`src/rtl/u2c_pkg.sv`:
```
`timescale 1ns / 1ps
// u2c_pkg: widths, calendar constants and reciprocal multipliers for the
// unix time to calendar pipeline; no dependencies

package u2c_pkg;

	// field widths
	localparam int unsigned TS_W    = 32;
	localparam int unsigned DAYS_W  = 16;
	localparam int unsigned SOD_W   = 17;
	localparam int unsigned DOE_W   = 18;
	localparam int unsigned YOE_W   = 9;
	localparam int unsigned DOY_W   = 9;
	localparam int unsigned YEAR_W  = 12;
	localparam int unsigned MONTH_W = 4;
	localparam int unsigned DAY_W   = 5;
	localparam int unsigned HOUR_W  = 5;
	localparam int unsigned MIN_W   = 6;
	localparam int unsigned SEC_W   = 6;
	localparam int unsigned WDAY_W  = 3;
	localparam int unsigned MKT_W   = 3;

	// calendar constants
	localparam logic [16:0] SECS_PER_DAY = 17'd86400;
	localparam logic [16:0] HALF_DAY     = 17'd43200;
	localparam logic [19:0] MARCH_SHIFT  = 20'd719468;
	localparam logic [19:0] ERA_DAYS     = 20'd146097;

	// pipeline depth from input to output register
	localparam int unsigned LAT = 8;

	// exact floor division by constants: q = (x * ceil(2^K / D)) >> K,
	// with K = bits of x plus bits of D

	// days = (ts >> 7) / 675
	localparam int unsigned DAY_K   = 35;
	localparam longint unsigned DAY_DIV = 675;
	localparam logic [25:0] DAY_MUL = 26'(((64'd1 << DAY_K) + DAY_DIV - 64'd1) / DAY_DIV);

	// hour = (sod >> 4) / 225
	localparam int unsigned HOUR_K   = 21;
	localparam longint unsigned HOUR_DIV = 225;
	localparam logic [13:0] HOUR_MUL = 14'(((64'd1 << HOUR_K) + HOUR_DIV - 64'd1) / HOUR_DIV);

	// minute = (rest_of_hour >> 2) / 15
	localparam int unsigned MIN_K   = 14;
	localparam longint unsigned MIN_DIV = 15;
	localparam logic [10:0] MIN_MUL = 11'(((64'd1 << MIN_K) + MIN_DIV - 64'd1) / MIN_DIV);

	// weekday and market day quotients of 16-bit values
	localparam int unsigned WEEK_K  = 19;
	localparam longint unsigned WEEK_DIV = 7;
	localparam logic [16:0] WEEK_MUL = 17'(((64'd1 << WEEK_K) + WEEK_DIV - 64'd1) / WEEK_DIV);
	localparam int unsigned MKT_K   = 19;
	localparam longint unsigned MKT_DIV = 5;
	localparam logic [16:0] MKT_MUL = 17'(((64'd1 << MKT_K) + MKT_DIV - 64'd1) / MKT_DIV);

	// doe / 1460 as (doe >> 2) / 365
	localparam int unsigned Q4Y_K   = 25;
	localparam longint unsigned YEAR_DIV = 365;
	localparam logic [16:0] Q4Y_MUL = 17'(((64'd1 << Q4Y_K) + YEAR_DIV - 64'd1) / YEAR_DIV);

	// year of era = t / 365, t below 2^18
	localparam int unsigned YOE_K   = 27;
	localparam logic [18:0] YOE_MUL = 19'(((64'd1 << YOE_K) + YEAR_DIV - 64'd1) / YEAR_DIV);

	// first day of each march-based month within the year
	localparam logic [8:0] MONTH_START [0:11] = '{
		9'd0, 9'd31, 9'd61, 9'd92, 9'd122, 9'd153,
		9'd184, 9'd214, 9'd245, 9'd275, 9'd306, 9'd337
	};

endpackage

```
`src/rtl/u2c_civil.sv`:
```
`timescale 1ns / 1ps
// u2c_civil: six-stage civil-from-days pipeline (day count to year, month, day)
// depends on u2c_pkg

module u2c_civil import u2c_pkg::*; (
	input  logic                clk,
	input  logic                en,
	input  logic [DAYS_W-1:0]   days,
	output logic [YEAR_W-1:0]   year,
	output logic [MONTH_W-1:0]  month,
	output logic [DAY_W-1:0]    day
);

	// stage 3: shift to march epoch, split off the era
	logic [19:0]       z;
	logic              era_hi;
	logic [DOE_W-1:0]  doe_s3;
	logic              era_s3;

	assign z      = 20'(days) + MARCH_SHIFT;
	assign era_hi = (z >= 20'(5 * ERA_DAYS));

	always_ff @(posedge clk) begin
		if (en) begin
			doe_s3 <= DOE_W'(z - (era_hi ? 20'(5 * ERA_DAYS) : 20'(4 * ERA_DAYS)));
			era_s3 <= era_hi;
		end
	end

	// stage 4: four-year and century corrections
	logic [32:0]       q4y_prod;
	logic [1:0]        cent_adj;
	logic [DOE_W-1:0]  doe_s4;
	logic              era_s4;
	logic [6:0]        q4y_s4;
	logic [1:0]        adj_s4;

	assign q4y_prod = 33'(doe_s3[DOE_W-1:2]) * 33'(Q4Y_MUL);
	// doe/36524 - doe/146096 equals the count of the first three century marks
	assign cent_adj = 2'(doe_s3 >= 18'd36524) + 2'(doe_s3 >= 18'd73048)
	                + 2'(doe_s3 >= 18'd109572);

	always_ff @(posedge clk) begin
		if (en) begin
			doe_s4 <= doe_s3;
			era_s4 <= era_s3;
			q4y_s4 <= q4y_prod[Q4Y_K +: 7];
			adj_s4 <= cent_adj;
		end
	end

	// stage 5: leap-corrected day of era
	logic [DOE_W-1:0]  t_s5;
	logic [DOE_W-1:0]  doe_s5;
	logic              era_s5;

	always_ff @(posedge clk) begin
		if (en) begin
			t_s5   <= DOE_W'(doe_s4 - DOE_W'(q4y_s4) + DOE_W'(adj_s4));
			doe_s5 <= doe_s4;
			era_s5 <= era_s4;
		end
	end

	// stage 6: year of era
	logic [36:0]       yoe_prod;
	logic [YOE_W-1:0]  yoe_s6;
	logic [DOE_W-1:0]  doe_s6;
	logic              era_s6;

	assign yoe_prod = 37'(t_s5) * 37'(YOE_MUL);

	always_ff @(posedge clk) begin
		if (en) begin
			yoe_s6 <= yoe_prod[YOE_K +: YOE_W];
			doe_s6 <= doe_s5;
			era_s6 <= era_s5;
		end
	end

	// stage 7: day of year
	logic [1:0]        c100;
	logic [DOE_W-1:0]  year_base;
	logic [DOY_W-1:0]  doy_s7;
	logic [YOE_W-1:0]  yoe_s7;
	logic              era_s7;

	assign c100 = 2'(yoe_s6 >= 9'd100) + 2'(yoe_s6 >= 9'd200) + 2'(yoe_s6 >= 9'd300);
	assign year_base = DOE_W'(yoe_s6) * DOE_W'(365) + DOE_W'(yoe_s6[YOE_W-1:2])
	                 - DOE_W'(c100);

	always_ff @(posedge clk) begin
		if (en) begin
			doy_s7 <= DOY_W'(doe_s6 - year_base);
			yoe_s7 <= yoe_s6;
			era_s7 <= era_s6;
		end
	end

	// stage 8: month lookup, day of month and final year
	logic [3:0]        mp;
	logic              jan_feb;
	logic [YEAR_W-1:0] era_base;

	always_comb begin
		mp = 4'd0;
		for (int i = 1; i < 12; i++) begin
			if (doy_s7 >= MONTH_START[i]) begin
				mp = 4'(i);
			end
		end
	end

	assign jan_feb  = (mp >= 4'd10);
	assign era_base = era_s7 ? 12'd2000 : 12'd1600;

	always_ff @(posedge clk) begin
		if (en) begin
			day   <= DAY_W'(doy_s7 - MONTH_START[mp] + 9'd1);
			month <= jan_feb ? MONTH_W'(mp - 4'd9) : MONTH_W'(mp + 4'd3);
			year  <= YEAR_W'(YEAR_W'(yoe_s7) + era_base + YEAR_W'(jan_feb));
		end
	end

endmodule

```
`src/rtl/u2c_tod.sv`:
```
`timescale 1ns / 1ps
// u2c_tod: six-stage time-of-day, weekday and market day pipeline
// depends on u2c_pkg

module u2c_tod import u2c_pkg::*; (
	input  logic                clk,
	input  logic                en,
	input  logic [SOD_W-1:0]    sod,
	input  logic [DAYS_W-1:0]   days,
	output logic [HOUR_W-1:0]   hour,
	output logic [MIN_W-1:0]    minute,
	output logic [SEC_W-1:0]    second,
	output logic [WDAY_W-1:0]   weekday,
	output logic [MKT_W-1:0]    market_day
);

	// stage 3: hour and cycle quotients
	logic [26:0]        hour_prod;
	logic               pm;
	logic [DAYS_W-1:0]  wx;
	logic [DAYS_W-1:0]  mx;
	logic [32:0]        wq_prod;
	logic [32:0]        mq_prod;
	logic [SOD_W-1:0]   sod_s3;
	logic [HOUR_W-1:0]  hour_s3;
	logic [DAYS_W-1:0]  wx_s3;
	logic [DAYS_W-1:0]  mx_s3;
	logic [12:0]        wq_s3;
	logic [13:0]        mq_s3;

	assign hour_prod = 27'(sod[SOD_W-1:4]) * 27'(HOUR_MUL);
	// the julian day turns at noon, so the afternoon counts one more step
	assign pm      = (sod >= HALF_DAY);
	assign wx      = DAYS_W'(days + 16'd4);
	assign mx      = DAYS_W'(days + 16'd2 + 16'(pm));
	assign wq_prod = 33'(wx) * 33'(WEEK_MUL);
	assign mq_prod = 33'(mx) * 33'(MKT_MUL);

	always_ff @(posedge clk) begin
		if (en) begin
			sod_s3  <= sod;
			hour_s3 <= hour_prod[HOUR_K +: HOUR_W];
			wx_s3   <= wx;
			mx_s3   <= mx;
			wq_s3   <= wq_prod[WEEK_K +: 13];
			mq_s3   <= mq_prod[MKT_K +: 14];
		end
	end

	// stage 4: remainders
	logic [11:0]        ms_s4;
	logic [HOUR_W-1:0]  hour_s4;
	logic [WDAY_W-1:0]  wday_s4;
	logic [MKT_W-1:0]   mkt_s4;

	always_ff @(posedge clk) begin
		if (en) begin
			ms_s4   <= 12'(sod_s3 - SOD_W'(hour_s3) * SOD_W'(3600));
			hour_s4 <= hour_s3;
			wday_s4 <= WDAY_W'(wx_s3 - DAYS_W'(wq_s3) * DAYS_W'(7));
			mkt_s4  <= MKT_W'(mx_s3 - DAYS_W'(mq_s3) * DAYS_W'(5));
		end
	end

	// stage 5: minute
	logic [20:0]        min_prod;
	logic [11:0]        ms_s5;
	logic [MIN_W-1:0]   min_s5;
	logic [HOUR_W-1:0]  hour_s5;
	logic [WDAY_W-1:0]  wday_s5;
	logic [MKT_W-1:0]   mkt_s5;

	assign min_prod = 21'(ms_s4[11:2]) * 21'(MIN_MUL);

	always_ff @(posedge clk) begin
		if (en) begin
			ms_s5   <= ms_s4;
			min_s5  <= min_prod[MIN_K +: MIN_W];
			hour_s5 <= hour_s4;
			wday_s5 <= wday_s4;
			mkt_s5  <= mkt_s4;
		end
	end

	// stage 6: second
	logic [SEC_W-1:0]   sec_s6;
	logic [MIN_W-1:0]   min_s6;
	logic [HOUR_W-1:0]  hour_s6;
	logic [WDAY_W-1:0]  wday_s6;
	logic [MKT_W-1:0]   mkt_s6;

	always_ff @(posedge clk) begin
		if (en) begin
			sec_s6  <= SEC_W'(ms_s5 - 12'(min_s5) * 12'(60));
			min_s6  <= min_s5;
			hour_s6 <= hour_s5;
			wday_s6 <= wday_s5;
			mkt_s6  <= mkt_s5;
		end
	end

	// stage 7: align with the date path
	logic [SEC_W-1:0]   sec_s7;
	logic [MIN_W-1:0]   min_s7;
	logic [HOUR_W-1:0]  hour_s7;
	logic [WDAY_W-1:0]  wday_s7;
	logic [MKT_W-1:0]   mkt_s7;

	always_ff @(posedge clk) begin
		if (en) begin
			sec_s7  <= sec_s6;
			min_s7  <= min_s6;
			hour_s7 <= hour_s6;
			wday_s7 <= wday_s6;
			mkt_s7  <= mkt_s6;
		end
	end

	// stage 8: output register
	always_ff @(posedge clk) begin
		if (en) begin
			second     <= sec_s7;
			minute     <= min_s7;
			hour       <= hour_s7;
			weekday    <= wday_s7;
			market_day <= mkt_s7;
		end
	end

endmodule

```
`src/rtl/unix_time_to_calendar_top.sv`:
```
`timescale 1ns / 1ps
// unix_time_to_calendar_top: stream wrapper, day split and valid pipeline
// depends on u2c_pkg, u2c_civil and u2c_tod
//
// Converts a 32-bit unsigned unix timestamp into UTC calendar date, time of
// day, weekday (0 Sunday) and five-day market index.
// Input channel s_*: one timestamp per item in s_tdata.
// Output channel m_*: one result item per input item, in the same order.
// Eight register stages, stage 1 to stage 8; m_tvalid is the valid bit of
// stage 8. Throughput is one item per cycle while m_tready does not stall the
// output: the pipeline holds eight items in flight, and the divisions by
// constants are reciprocal multiplies spread over the stages.
// The whole pipeline advances together; when m_tvalid is high and m_tready
// low, every stage holds and s_tready drops in the same cycle, so nothing
// is lost or repeated. Bubbles move through with the items.
// Reset clears only the valid bits; the data registers are not reset, and
// the block is ready for an item as soon as reset is released.

module unix_time_to_calendar_top import u2c_pkg::*; (
	input  logic        clk,
	input  logic        arst_n,
	input  logic        s_tvalid,
	output logic        s_tready,
	input  logic [31:0] s_tdata,   // [31:0] unix_seconds
	output logic        m_tvalid,
	input  logic        m_tready,
	output logic [47:0] m_tdata    // year, month, day, hour, minute, second,
	                               // weekday, market_day, zero pad
);

	logic           adv;
	logic [LAT-1:0] vld_q;

	// the pipeline moves unless the output item is stalled
	assign adv      = !vld_q[LAT-1] || m_tready;
	assign s_tready = adv;
	assign m_tvalid = vld_q[LAT-1];

	// valid bits
	always_ff @(posedge clk or negedge arst_n) begin
		if (!arst_n) begin
			vld_q <= '0;
		end else if (adv) begin
			vld_q <= {vld_q[LAT-2:0], s_tvalid};
		end
	end

	// stage 1: day count by reciprocal of 675 on ts >> 7
	logic [50:0]        day_prod;
	logic [TS_W-1:0]    ts_s1;
	logic [DAYS_W-1:0]  days_s1;

	assign day_prod = 51'(s_tdata[TS_W-1:7]) * 51'(DAY_MUL);

	always_ff @(posedge clk) begin
		if (adv) begin
			ts_s1   <= s_tdata;
			days_s1 <= day_prod[DAY_K +: DAYS_W];
		end
	end

	// stage 2: second of day
	logic [DAYS_W-1:0]  days_s2;
	logic [SOD_W-1:0]   sod_s2;

	always_ff @(posedge clk) begin
		if (adv) begin
			days_s2 <= days_s1;
			sod_s2  <= SOD_W'(ts_s1 - TS_W'(days_s1) * TS_W'(SECS_PER_DAY));
		end
	end

	// stages 3 to 8
	logic [YEAR_W-1:0]  year;
	logic [MONTH_W-1:0] month;
	logic [DAY_W-1:0]   day;
	logic [HOUR_W-1:0]  hour;
	logic [MIN_W-1:0]   minute;
	logic [SEC_W-1:0]   second;
	logic [WDAY_W-1:0]  weekday;
	logic [MKT_W-1:0]   market_day;

	u2c_civil u_civil (
		.clk   (clk),
		.en    (adv),
		.days  (days_s2),
		.year  (year),
		.month (month),
		.day   (day)
	);

	u2c_tod u_tod (
		.clk        (clk),
		.en         (adv),
		.sod        (sod_s2),
		.days       (days_s2),
		.hour       (hour),
		.minute     (minute),
		.second     (second),
		.weekday    (weekday),
		.market_day (market_day)
	);

	// pack the result item
	assign m_tdata = {4'd0, market_day, weekday, second, minute, hour, day, month, year};

endmodule
```
`config.mk`:
```
export PLATFORM = sky130hd
export DESIGN_NAME = unix_time_to_calendar_top
export DESIGN_NICKNAME = d
export VERILOG_FILES = /design/src/rtl/u2c_pkg.sv /design/src/rtl/u2c_civil.sv /design/src/rtl/u2c_tod.sv /design/src/rtl/unix_time_to_calendar_top.sv
export SDC_FILE = /design/constraint.sdc
export NUM_CORES = 2
export LEC_CHECK = 0
export BUFFER_PORTS_ARGS = -buffer_cell sky130_fd_sc_hd__buf_2
export CORE_MARGIN = 4
export CORE_UTILIZATION = 49
export CTS_CLUSTER_SIZE = 24
export DETAILED_ROUTE_END_ITERATION = 6
export PLACE_DENSITY = 0.76
export SLEW_MARGIN = 5
export SYNTH_ARGS = -nofsm -noshare
export SYNTH_HDL_FRONTEND = slang
export SYNTH_SLANG_ARGS = --single-unit
```
`constraint.sdc`:
```
create_clock -name clk -period 17.1 [get_ports clk]
set_input_delay 0.855 -clock clk [delete_from_list [all_inputs] [get_ports clk]]
set_output_delay 0.855 -clock clk [all_outputs]
set_load 0.01 [all_outputs]
```
# Word-level counts from Yosys, hierarchy flattened
# Memories as Yosys holds them, arrays and structs flattened.
# Index checks and enable logic that the tools add are counted.
# totals
n_memories	1
regBits	373
romBits	144
output_inout_bits	50
# classes
n_mul	13
n_bitwise	1
order_cmp	21
n_reduce_logical	2
muxes	16
add_sub_neg	25
# mem_list
name	depth	word_bits	read_ports	rd_ports_with_merged_regs	wr	line	rtl
(no name shown)	16	9	1	0	0	u2c_civil.sv:119	day <= DAY_W'(doy_s7 - MONTH_START[mp] + 9'd1);
# op_table
cell	count
25-bit by 26-bit multiplier with 51-bit output (second input constant)	1
9-bit by 8-bit >= comparator with 1-bit output (second input constant)	5
18-bit by 17-bit >= comparator with 1-bit output (second input constant)	2
9-bit >= comparator (second input constant)	4
18-bit by 16-bit multiplier with 33-bit output (second input constant)	1
16-bit by 16-bit multiplier with 32-bit output (second input constant)	1
16-bit by 17-bit multiplier with 32-bit output (second input constant)	1
16-bit by 16-bit multiplier with 31-bit output (second input constant)	1
9-bit by 7-bit >= comparator with 1-bit output (second input constant)	3
13-bit by 14-bit multiplier with 26-bit output (second input constant)	1
16-bit by 20-bit adder with 20-bit output (second input constant)	1
20-bit >= comparator (second input constant)	1
10-bit by 11-bit multiplier with 20-bit output (second input constant)	1
4-bit 2-to-1 mux	5
18-bit by 2-bit adder with 18-bit output	1
18-bit by 16-bit >= comparator with 1-bit output (second input constant)	1
18-bit 2-to-1 mux	1
18-bit subtractor	1
18-bit by 7-bit subtractor with 18-bit output	1
17-bit by 16-bit >= comparator with 1-bit output (second input constant)	1
17-bit subtractor	1
16-bit by 1-bit adder with 16-bit output	1
16-bit by 2-bit adder with 16-bit output (second input constant)	1
16-bit by 3-bit adder with 16-bit output (second input constant)	1
32 further kinds	40

# Depth between registers and ports, before layout
# logic_depth
ltp_word	18
depth_mapped	33
ltp_nobuf	33

# Modules after synthesis
# Synthesis repeated with hierarchy kept, for this count alone.
# unflattened
cells_unflattened	4143
hier_area_um2	45712.6
# by_module_without_submodules
mod	area_each_um2	n_inst	cells_per_inst
u2c_civil	18509.0	1	1735
u2c_tod	14144.8	1	1184
unix_time_to_calendar_top	13058.8	1	1224

# Worst setup path before layout
# OpenSTA, ideal clock, no wires.
# synth_timing
path_type	in2reg
start	input port m_tready
end	register vld_q[0]
arrival_time_ps	11917
cell_stages	3
required_time_ps	16982
path_buffers	1
slack_ps	5065
path_cell_list	nand2b_1 -> clkbuf_1 -> mux2_2
# synth_via
elab_chain_cells	1
# synth_rtl
item	line	rtl
start, declared	unix_time_to_calendar_top.sv:26	input logic m_tready,
1-bit logical OR	unix_time_to_calendar_top.sv:35	assign adv = !vld_q[LAT-1] || m_tready;
net s_tready	unix_time_to_calendar_top.sv:23	output logic s_tready,
end signal, assigned	unix_time_to_calendar_top.sv:44	vld_q <= {vld_q[LAT-2:0], s_tvalid};
end, declared	unix_time_to_calendar_top.sv:32	logic [LAT-1:0] vld_q;
# The timed path passes the listed nets, and every way through them passes these cells.
# A chain may end at the register's enable or synchronous reset.

# Worst setup path after layout
# layout_timing
start	register sod_s2[10]
end	register u_tod.mq_s3[2] (data pin)
# layout_via
elab_chain_cells	3
# layout_rtl
item	line	rtl
start, declared	unix_time_to_calendar_top.sv:64	logic [SOD_W-1:0] sod_s2;
start signal, assigned	unix_time_to_calendar_top.sv:69	sod_s2 <= SOD_W'(ts_s1 - TS_W'(days_s1) * TS_W'(SECS_PER_DAY));
17-bit by 16-bit >= comparator with 1-bit output	u2c_tod.sv:33	assign pm = (sod >= HALF_DAY);
16-bit by 1-bit adder with 16-bit output	u2c_tod.sv:35	assign mx = DAYS_W'(days + 16'd2 + 16'(pm));
16-bit by 16-bit multiplier with 32-bit output	u2c_tod.sv:37	assign mq_prod = 33'(mx) * 33'(MKT_MUL);
net u_tod.mq_prod[21]	u2c_tod.sv:23	logic [32:0] mq_prod;
end signal, assigned	u2c_tod.sv:46	mq_s3 <= mq_prod[MKT_K +: 14];
end, declared	u2c_tod.sv:29	logic [13:0] mq_s3;
# The timed path passes the listed nets, and every way through them passes these cells.

==> metrics.csv <==
stage;metric;value;unit
finish;commonest non-fill, non-tap cell in the layout;ha_1;
finish;nets;5610;
placement;Port Buffers;81;
route;via count;26470;
hold_path;hold crit path type;in -> async;
global_routing;Tot GR Track Use;18.12;%
route;number of remaining DRC errors;0;
sta;Final period util;46.19;%
sta;clk_skew;0.03140;ns
yosys;Synth Area per Inst;11.44;um^2
yosys;Synth Warn #;0;
yosys;Seq cells post-synth;352;
route;drt wl/cell;15.99;um
route;final antenna-violating net count;0;
global_routing;grt total ovfl;0;
global_routing;first-pass GRT wire length;140500;um
floorplanning;Die X;309.0;um
sta;Slew @ Worst Pin;1.003;ns
placement;DP Area;46220;um^2
route;TritonRoute pass-1 iters;5;
cts;# hold bufs at CTS;0;
global_routing;largest net degree at the start of global routing;84;
sta;RSZ-0062 raised after global routing;no;
critical_path;Critical Path Start Type;flip-flop;
yosys;Main synth FF type;edfxtp_1;
yosys;FFs w/ async S/R, synth;2.273;%
critical_path;critical path type;reg -> reg;
sta;Final Critical Period;7.898;ns
floorplanning;placement row count;110;
route;1st-iter DRT viols;1149;
cts;CTS Sinks;352;
critical_path;worst-path fanout max;7;
sta;Max Slew Vio Count;0;
floorplanning;Core ar.;90010;um^2
sta;Setup Viol. Count Final;0;
finish;Layout area overhead;7.062;%
cts;# H-tree levels;2;
sta;fmax;126.6;MHz
global_routing;vias in the first global route;28694;
cts;maximum root-to-sink buffer count;3;
critical_path;Critical Path End Type;flip-flop;
cts;Num CTS Buffers;39;
critical_path;CP dominant cell by count;inv_1;
sta;setup TNS;0;ns
floorplanning;area of the die;95490;um^2
status;status;finished clean;
route;drt via density;5.094;
flow_run;Max Cap Violations;0;
placement;RePlAce Congestion;0.9038;
yosys;Synth cell types;78;
critical_path;Slowest cell on crit path;fa_1;
yosys;Post-Synthesis Cell Area;44400;um^2
yosys;sequential-to-total area share from yosys stat;23.72;%
route;WL final;83090;um
critical_path;Worst path max stage delay;0.55;ns
cts;setup bufs post-CTS;0;
cts;CTS tree;yes;
critical_path;critical path data required time;17.40;ns
cts;CTS resizes;0;
floorplanning;DIE HEIGHT;309.0;um
finish;most frequent cells in the layout;1034 x ha_1, 1017 x inv_1, 549 x fa_1;
floorplanning;num ports;86;
cts;Clock Pin Slew Worst Setup and Hold Paths;0.07;ns
critical_path;crit path DAT;8.20;ns
finish;ant diodes;0;
cts;worst skew pair latency;0.58;ns
floorplanning;initial core utilization;49.33;%
placement;Post-DP HPWL;69070;um
finish;layout cells sized above 1;4.453;%
cts;Root Buffer;clkbuf_16;
finish;fin area;47530;um^2
sta;Slew headroom;33.14;%
global_routing;initial antenna violation count;0;
sta;Fin. Hold Viols;0;
yosys;Post-synth EDFFs;344;
yosys;Mapped Cells;3880;
-- critical path: cells and delay by family (launching register included) --
family	cells	cell delay, ns
AO/OA/AOI/OAI	7	1.37
XOR/XNOR	2	0.43
adder cells (fa/ha/maj)	9	3.68
buffers and inverters	6	0.63
flip-flops	1	0.52
AND/OR/NAND/NOR	7	1.01
-- routing by layer --
layer / vias to the layer above / track usage [%] / share of wire [%]
li1: 12795 / - / -
met5: - / 0 / 0
met2: 462 / 31.52 / 49
met4: 0 / 5.044 / 2.9
met1: 13084 / 23.99 / 44
met3: 129 / 2.307 / 3.9
-- registers in the layout, summed over array words and instances (netlist names), 8 cells and up --
name and count:
u_civil.doe_s6 9, u_civil.yoe_s6 9, u_civil.doe_s4 18, u_civil.yoe_s7 9
days_s1 16, u_tod.ms_s4 12, u_civil.doe_s5 9, u_civil.doe_s3 18
u_civil.t_s5 18, ts_s1 17, days_s2 16, u_civil.year 12
u_civil.doy_s7 9, sod_s2 17, u_tod.sod_s3 12, vld_q 8
-- Yosys cell counts (all sizes together), types with 4 or more instances --
cell type  count  area [um^2]
ha          1034        12940
inv         1017         3817
fa           549        10990
edfxtp       344        10330
xnor2        163         1428
a21oi        107        539.3
nor2          81        304.0
o21ai         69        349.1
nand2         67        251.5
xor2          64        568.1
a21o          39        292.8
nand3         28        140.1
nand2b        23        143.9
nor3          22        110.1
nor2b         21        131.4
o21a          21        157.7
o21bai        21        157.7
and3          18        118.9
buf           14        85.08
and2          13        81.33
nand4         13        81.33
a211oi        11        87.58
a31oi         11        68.82
dfrtp          8        200.2
mux2           8        90.09
or3            8        50.05
a21boi         7        52.55
a41oi          6        52.55
o211ai         6        45.04
o31ai          6        50.05
or2            6        37.54
a211o          5        43.79
a311oi         5        43.79
o2111ai        5        43.79
a41o           4        40.04
clkbuf         4        15.01
nor4           4        40.04
o22ai          4        25.02
o311a          4        41.29
-- area by class of cell --
cell class | instances | area, um^2
Tap cell | 1176 | 1471
Fill cell | 7655 | 42480
Clock buffer | 46 | 1022
Sequential cell | 352 | 10530
Multi-Input combinational cell | 2496 | 29970
Inverter | 1017 | 3817
Timing Repair Buffer | 85 | 435.4
Clock inverter | 24 | 287.8
-- cells by family after synthesis --
| kind of cell | count (synthesis) | synth area share [%] |
|---|---|---|
| fa+ha+maj | 1584 | 53.92 |
| buf+inv | 1035 | 8.823 |
| compound gates | 354 | 5.199 |
| flops | 352 | 23.72 |
| simple gates | 318 | 3.616 |
| xor+xnor | 227 | 4.495 |
| mux | 9 | 0.2255 |
| other cells | 1 | 0.008446 |
-- per-stage QoR --
stage	cells	worst slack [ns]	util [%]	hold WS (ns)
floorplan	3883	5.065	-	0.4003
global placement	5126	9.338	51.35	0.4009
detailed placement	5126	9.306	51.35	0.4045
CTS	5196	9.248	52.81	0.09117
global route	5196	8.662	52.81	0.1028
finish	5196	9.202	52.81	0.1106
-- final timing paths --
kind                                start        endpoint  slack [ns]  depth (start not counted)
setup / recovery               sod_s2[10]  u_tod.mq_s3[2]        9.20                         31
hold / removal                     arst_n        vld_q[0]        0.11                          1
setup reg to reg               sod_s2[10]  u_tod.mq_s3[2]        9.20                         31
hold reg to reg            u_tod.ms_s4[0]  u_tod.ms_s5[0]        0.41                          0
max in group asynchronous          arst_n        vld_q[4]       16.80                          1
min in group clk           u_tod.ms_s4[0]  u_tod.ms_s5[0]        0.41                          0
Power is left out: the tool's default activity adds up to more than one toggle a clock period on the data nets, which glitch-free logic cannot reach.
